File: config.mk
export PLATFORM = sky130hd
export DESIGN_NAME = rmslm_ctrl
export DESIGN_NICKNAME = d
export VERILOG_FILES = /design/src/rtl/rmslm_pkg.sv /design/src/rtl/rmslm_ctrl.sv
export SDC_FILE = /design/constraint.sdc
export NUM_CORES = 1
export LEC_CHECK = 0
export ABC_AREA = 1
export BUFFER_PORTS_ARGS = -buffer_cell sky130_fd_sc_hd__buf_2
export CORE_MARGIN = 3
export CORE_UTILIZATION = 44
export DETAILED_ROUTE_END_ITERATION = 10
export GPL_ROUTABILITY_DRIVEN = 0
export MAX_ROUTING_LAYER = met4
export PLACE_DENSITY = 0.87
export SLEW_MARGIN = 20
export SYNTH_ARGS = -nofsm -noshare
export SYNTH_HDL_FRONTEND = slang
export SYNTH_SLANG_ARGS = --single-unit
export TNS_END_PERCENT = 50
File: constraint.sdc
create_clock -name clk -period 1.56 [get_ports clk]
set_input_delay 0.156 -clock clk [delete_from_list [all_inputs] [get_ports clk]]
set_output_delay 0.156 -clock clk [all_outputs]
set_load 0.01 [all_outputs]
File: src/rtl/rmslm_pkg.sv
package rmslm_pkg;

  // Percent scale in unsigned Q7.8.
  localparam logic [14:0] FULL_Q8 = 15'd25600;
  localparam logic [14:0] HALF_Q8 = 15'd12800;
  // Bias that rounds the merge product to the nearest multiple of 12800.
  localparam logic [12:0] MERGE_BIAS = 13'd6400;
  // 19.2 * log10(2) in Q.16.
  localparam logic [18:0] LOG_TO_PCT_Q16 = 19'd378783;
  // Rounding bias for the Q.16 * Q.16 -> Q7.8 step (half of 2^24).
  localparam logic [23:0] PCT_ROUND = 24'h800000;
  // ceil(2^24 / 25), used to divide by 25 after a shift by 9.
  localparam logic [19:0] RECIP_25 = 20'd671089;
  localparam logic [4:0]  DIV_25 = 5'd25;
  // Fraction bits of the log2 result.
  localparam int unsigned LOG_FRAC_BITS = 16;

  typedef enum logic [4:0] {
    S_IDLE,
    S_ACC_RD,
    S_ACC_WR,
    S_FIN_START,
    S_LOG_NORM,
    S_LOG_MUL,
    S_LOG_STEP,
    S_LOG_DONE,
    S_RD_SUM,
    S_CHK_SUM,
    S_PCT,
    S_PCT_ROUND,
    S_FOLD,
    S_MERGE_RECIP,
    S_MERGE_CORR,
    S_MERGE_FOLD,
    S_NEXT,
    S_DONE
  } state_t;

  typedef struct packed {
    logic accept;
    logic acc_write;
    logic rd_chan;
    logic chan_clr;
    logic chan_next;
    logic log_load_frames;
    logic log_load_sum;
    logic log_shift;
    logic log_mload;
    logic log_mul;
    logic log_step;
    logic save_lfr;
    logic pct_zero;
    logic pct_eval;
    logic pct_round;
    logic level_take;
    logic merge_mul;
    logic merge_recip;
    logic merge_corr;
    logic merge_fold;
    logic finish;
  } cmd_t;

  typedef struct packed {
    logic last;
    logic fin_ok;
    logic norm_top;
    logic iter_done;
    logic sum_zero;
    logic pct_full;
    logic chan_first;
    logic chan_last;
    logic out_free;
  } status_t;

endpackage

File: src/rtl/rmslm_ctrl.sv
module rmslm_ctrl (
  input  logic              clk,
  input  logic              rst,
  input  logic              in_valid,
  output logic              in_stall,
  input  rmslm_pkg::status_t st,
  output rmslm_pkg::cmd_t    cmd
);
  import rmslm_pkg::*;

  state_t state, state_next;
  // Set while the log unit works on a channel sum rather than the frame count.
  logic log_sum, log_sum_next;

  always_ff @(posedge clk) begin
    if (rst) begin
      state   <= S_IDLE;
      log_sum <= 1'b0;
    end else begin
      state   <= state_next;
      log_sum <= log_sum_next;
    end
  end

  always_comb begin
    state_next   = state;
    log_sum_next = log_sum;
    cmd          = '0;
    in_stall     = 1'b1;
    unique case (state)
      S_IDLE: begin
        in_stall = 1'b0;
        if (in_valid) begin
          cmd.accept = 1'b1;
          state_next = S_ACC_RD;
        end
      end
      S_ACC_RD: state_next = S_ACC_WR;
      S_ACC_WR: begin
        cmd.acc_write = 1'b1;
        state_next    = st.last ? S_FIN_START : S_IDLE;
      end
      S_FIN_START: begin
        if (st.fin_ok) begin
          cmd.log_load_frames = 1'b1;
          cmd.chan_clr        = 1'b1;
          log_sum_next        = 1'b0;
          state_next          = S_LOG_NORM;
        end else begin
          state_next = S_DONE;
        end
      end
      S_LOG_NORM: begin
        if (st.norm_top) begin
          cmd.log_mload = 1'b1;
          state_next    = S_LOG_MUL;
        end else begin
          cmd.log_shift = 1'b1;
        end
      end
      S_LOG_MUL: begin
        cmd.log_mul = 1'b1;
        state_next  = S_LOG_STEP;
      end
      S_LOG_STEP: begin
        cmd.log_step = 1'b1;
        state_next   = st.iter_done ? S_LOG_DONE : S_LOG_MUL;
      end
      S_LOG_DONE: begin
        if (log_sum) begin
          state_next = S_PCT;
        end else begin
          cmd.save_lfr = 1'b1;
          state_next   = S_RD_SUM;
        end
      end
      S_RD_SUM: begin
        cmd.rd_chan = 1'b1;
        state_next  = S_CHK_SUM;
      end
      S_CHK_SUM: begin
        if (st.sum_zero) begin
          cmd.pct_zero = 1'b1;
          state_next   = S_FOLD;
        end else begin
          cmd.log_load_sum = 1'b1;
          log_sum_next     = 1'b1;
          state_next       = S_LOG_NORM;
        end
      end
      S_PCT: begin
        cmd.pct_eval = 1'b1;
        state_next   = st.pct_full ? S_FOLD : S_PCT_ROUND;
      end
      S_PCT_ROUND: begin
        cmd.pct_round = 1'b1;
        state_next    = S_FOLD;
      end
      S_FOLD: begin
        if (st.chan_first) begin
          cmd.level_take = 1'b1;
          state_next     = S_NEXT;
        end else begin
          cmd.merge_mul = 1'b1;
          state_next    = S_MERGE_RECIP;
        end
      end
      S_MERGE_RECIP: begin
        cmd.merge_recip = 1'b1;
        state_next      = S_MERGE_CORR;
      end
      S_MERGE_CORR: begin
        cmd.merge_corr = 1'b1;
        state_next     = S_MERGE_FOLD;
      end
      S_MERGE_FOLD: begin
        cmd.merge_fold = 1'b1;
        state_next     = S_NEXT;
      end
      S_NEXT: begin
        if (st.chan_last) begin
          state_next = S_DONE;
        end else begin
          cmd.chan_next = 1'b1;
          state_next    = S_RD_SUM;
        end
      end
      S_DONE: begin
        if (st.out_free) begin
          cmd.finish = 1'b1;
          state_next = S_IDLE;
        end
      end
      default: state_next = S_IDLE;
    endcase
  end

endmodule

* Word-level counts from Yosys, hierarchy flattened
Index checks and enable logic that the tools add are counted.
Cells by class: reduce and logical (&&, ||, !) cells 4, equal/unequal tests 22, mux-type cells 45
Operator list (count):
- $pmux 5 s18 | 1
- $eq 5x4->1 const B | 8
- $mux 1 | 30
- $mux 5 | 6
- $eq 5x3->1 const B | 4
- $eq 5x2->1 const B | 2
- $eq 5x5->1 const B | 2
- $mux 2 | 5
- $ne 2x2->1 const B | 5
- $reduce_and 3->1 | 2
- $eq 5x1->1 const B | 1
- $logic_not 5->1 | 1
- $mux 4 | 1
- $mux 3 | 1
- $pmux 1 s2 | 1
- $reduce_bool 2->1 | 1
Storage, ports and cells: word-level logic and storage cells 73, bits of input ports 12, register bits after elaboration 6, output and inout port bits 22

* Depth between registers and ports, before layout
depth in word-level cells 3, mapped depth 9, depth with buffers taken out 9

* Worst setup path after synthesis
OpenSTA, ideal clock, no wires.
path kind register to register, from register state[4], to register log_sum, stages on the path, launching flop included 8, period minus slack after synthesis 1247 ps, data arrival time 1132 ps, slack 313 ps, setup time 115 ps, buffers on the path 0, data required time 1445 ps, path through dfxtp_1 -> inv_4 -> nand2_4 -> nor2_2 -> inv_2 -> nor3_4 -> nor2_1 -> o21a_1
Between the ends: longest elaborated chain between the ends 3, elaborated cells on any way between the ends 7, those cells by class eq/ne: 4; mux: 1; reduce/logical: 2
Ends and longest elaborated chain:
- from (decl) | line rmslm_ctrl.sv:11 | state_t state, state_next;
- from (signal assigned) | line rmslm_ctrl.sv:20 | state <= state_next;
- $eq 5x2->1 / $eq 5x4->1 (equally long branches) | line rmslm_ctrl.sv:30 | unique case (state)
- $ne 2x2->1 (no line) / $reduce_bool 2->1 (equally long branches)
- $reduce_and 3->1 (no line)
- to (signal assigned) | line rmslm_ctrl.sv:21 | log_sum <= log_sum_next;
- to (decl) | line rmslm_ctrl.sv:13 | logic log_sum, log_sum_next;
Several ways; a longest one is shown, not always the timed one. A chain may end at the register's enable or synchronous reset.

==> impl_metrics.csv <==
group,metric,value,unit
run_status,outcome,"finished clean",
synthesis,ys_dominant_reg_cell,"sky130_fd_sc_hd__dfxtp_1",
synthesis,ys_top_cells_by_count,"sky130_fd_sc_hd__nor2_1 (22), sky130_fd_sc_hd__inv_1 (20), sky130_fd_sc_hd__nand2_1 (18), sky130_fd_sc_hd__nand3_1 (8), sky130_fd_sc_hd__nor2_2 (7)",
synthesis,synth.top_cells.by_area,"sky130_fd_sc_hd__dfxtp_1 (18%), sky130_fd_sc_hd__nor2_1 (12%), sky130_fd_sc_hd__inv_1 (11%)",
clock_tree,cts-buffers-inserted,3,
floorplan,dieWidth,45.0,microns
synthesis,synth_top_family_by_area,"simple AND/OR/NAND/NOR gates",
power_and_ir_drop,p_per_area,738,mW/mm^2
placement,port-buffer-count,33,
hold_path,timing.hold.worst_path_depth,2,
finish,nNetsFinal,167,
critical_path,worst_path_largest_cell_delay,0.34,ns
timing,final_min_period_over_clock_period,96.3,%
critical_path,critical_path.top_delay_family,"simple AND/OR/NAND/NOR gates",
critical_path,critical_path.endpoint_type,"output port",
synthesis,async_reset_ff_share,0,%
drt,routed-via-count,862,
synthesis,synth_area_per_cell,5.72,sq um
drt,detailroute.wirelength.met2,1050,microns
finish,post-route-util,65.9,%
critical_path,timing.rr.start,"state[2]",
timing,timing.clock.skew,0.00507,ns
synthesis,cell_with_the_most_instances_after_synthesis,"sky130_fd_sc_hd__nor2_1",
power_and_ir_drop,p_leak,0.542,nW
critical_path,worstPathCellList,"inv_2 -> nand2_1 -> nor2_2 -> nand2_1 -> nor2_2 -> buf_2",
synthesis,syn-cell-area,669,sq um
global_routing,maximum_number_of_pins_on_one_net_before_global_route_repair,10,
synthesis,ys_types,21,
drt,drtPass1Iterations,4,
critical_path,crit_fanout,5,
hold_path,timing.hold.worst.class,"in -> reg",
synthesis,synthesis.instances,117,
floorplan,dieArea,0.00203,sq mm
critical_path,timing.rr.end,"state[3]",
hold_path,hold_start,"rst",
finish,drive_gt1_share,43.1,%
critical_path,criticalPathCategory,"reg -> out",
clock_tree,clock_sink_count,6,
critical_path,worst_ep_required_time,1.40,ns
power_and_ir_drop,power.clock.fraction,22.2,%
synthesis,count_of_state_elements_after_synthesis,6,
global_routing,initial_antenna_violation_count,0,
synthesis,synth.net_count,129,
global_routing,gr-usage-all-layers,21.5,%
timing,report.final.hold_viol_count,0,
synthesis,synth_xor_xnor_area_share,0,%
finish,nFillCells,136,
finish,antenna_cells_inserted,0,
drt,dr.max_layer_used,"met4",
drt,route.met3.wl,117,microns
timing,totalNegativeSetupSlack,0,ns
drt,route.final.wire_length,2050,microns
power_and_ir_drop,vdd_ir_drop_max,0.000500,V
synthesis,post_synth_and_or_nand_nor_area_fraction,57.0,%
clock_tree,cts_htree_levels,1,
synthesis,synth-compound-area-share,8.41,%
drt,drt_first_iter_violations,30,
synthesis,netlist.area_leader.share,17.9,%
critical_path,worst-path-buf-inv,2,
clock_tree,cts.clk_slew.worst_paths,0.05,ns
run,max-cap-violations,0,
timing,maxClockFrequency,666,MHz
global_routing,global_route_wire_length_before_repair,3110,microns
power_and_ir_drop,power.combinational.fraction,47.3,%
critical_path,critical_path.slowest_cell,"sky130_fd_sc_hd__dfxtp_2",
global_routing,first_global_vias,750,
clock_tree,worst_skew_pair.late_latency,0.25,ns
floorplan,die_h,45.0,microns
power_and_ir_drop,share_seq_of_total_power,30.5,%
power_and_ir_drop,power.share.switching,44.9,%
hold_path,hold_end,"state[2]",
floorplan,core-area,0.00137,sq mm
clock_tree,clock_path_buffers,2,
drt,routedLengthMet1,869,microns
clock_tree,cts-hold-fix-buffers,0,
synthesis,synthAdderAreaFrac,0,%
drt,avgViaCountPerCell,5.13,
timing,fin_crit,1.50,ns
placement,detailed_place_hpwl,1690,microns
critical_path,setup_slack_of_the_most_critical_reg_to_reg_path,0.26,ns
synthesis,synthesis.yosys.warnings,0,
timing,maxSlewHeadroom,77.6,%
drt,avgRoutedWirePerCell,12.2,microns
power_and_ir_drop,power.net_switching,0.298,mW
floorplan,initial_core_utilization,49.0,%
clock_tree,tritoncts,"done",
timing,slew_violations,0,
finish,flow.area_growth_from_synthesis,34.6,%
timing,timing_worst_slew_pin_value,0.335,ns
synthesis,post_synth_mux_area_share,0,%
global_routing,grt_overflow,0,
synthesis,synth_largest_area_cell,"sky130_fd_sc_hd__dfxtp_1",
synthesis,proportion_of_synthesized_chip_area_in_sequential_cells,17.9,%
clock_tree,clock_tree.root_cell,"sky130_fd_sc_hd__clkbuf_4",
floorplan,floorplan.rows,13,
critical_path,worst-endpoint-arrival,1.35,ns
drt,drcViolationCount,0,
drt,drt.antenna.violating_nets,0,
critical_path,ff2ff_path_depth,8,
floorplan,ioPinCount,34,
timing,final-setup-viol-count,0,
critical_path,crit_path_start_kind,"flip-flop",
power_and_ir_drop,intPower,0.367,mW
synthesis,count_of_flip_flops_with_a_built_in_enable_after_synthesis,0,
clock_tree,cts_setup_buffers,0,
power by group through the flow:
stage               registers, mW  logic (mW)  clock network (mW)
finish                      0.203       0.315               0.148
global route                0.204       0.341               0.157
CTS                         0.198       0.290               0.153
detailed placement          0.200       0.289                   0
global placement            0.196       0.282                   0
floorplan                   0.195       0.209                   0
placed cells by master, fill, tap and decap left out, types with 4 or more instances in the layout:
master / n
sky130_fd_sc_hd__a21oi_1: 4
sky130_fd_sc_hd__buf_2: 33
sky130_fd_sc_hd__dfxtp_2: 4
sky130_fd_sc_hd__inv_1: 20
sky130_fd_sc_hd__inv_2: 5
sky130_fd_sc_hd__nand2_1: 18
sky130_fd_sc_hd__nand3_1: 7
sky130_fd_sc_hd__nand4_1: 6
sky130_fd_sc_hd__nor2_1: 20
sky130_fd_sc_hd__nor2_2: 7
sky130_fd_sc_hd__nor2_4: 5
how the worst max path moves through the flow:
| stage | start | end | slack, ns | depth (start not counted) |
|---|---|---|---|---|
| final | state[0] | cmd[16] | 0.06 | 6 |
| after global routing | state[0] | cmd[12] | -0.007 | 6 |
| after CTS | state[2] | cmd[16] | 0.02 | 6 |
| after detailed placement | state[2] | state[3] | 0.25 | 8 |
| after global placement | state[3] | cmd[14] | 0.24 | 5 |
| after floorplan | state[4] | log_sum | 0.31 | 7 |
stage by stage:
step	total power, mW	setup WS (ns)	hold slack (ns)	std cells	area (sq um)
final	0.665	0.0584	0.127	168	901
after global routing	0.702	-0.00663	0.128	168	901
after CTS	0.641	0.0227	0.122	168	878
after detailed placement	0.488	0.247	0.390	165	853
after global placement	0.478	0.242	0.386	165	853
after floorplan	0.403	0.313	0.225	117	669
flip-flops by register name, summed over array words and instances (netlist names):
| register | flops |
|---|---|
| log_sum | 1 |
| state | 5 |
cells by family after synthesis:
family / after synthesis
AND/OR/NAND/NOR: 73
buffers and inverters: 28
AO/OA/AOI/OAI: 10
flip-flops: 6
timing repair:
action | 4_1_cts | 5_1_grt
resized for setup | 2 | 7
pin swaps | 0 | 0
setup endpoints to repair | 4 | 7
layout make-up:
class	instances	area, sq um	area share, %
repair buffers	34	173	19.2
clock buffers	3	22.5	2.50
multi-input cells	83	458	50.8
inverters	27	104	11.5
well taps	15	18.8	2.08
flip-flops and latches	6	125	13.9
per-layer routing:
metal / track usage, % / up-vias
met5: - / -
met2: 35.9 / 34
li1: - / 438
met1: 26.1 / 388
met3: 1.20 / 2
met4: 10.5 / 0
(Power assumes the default switching activity.)
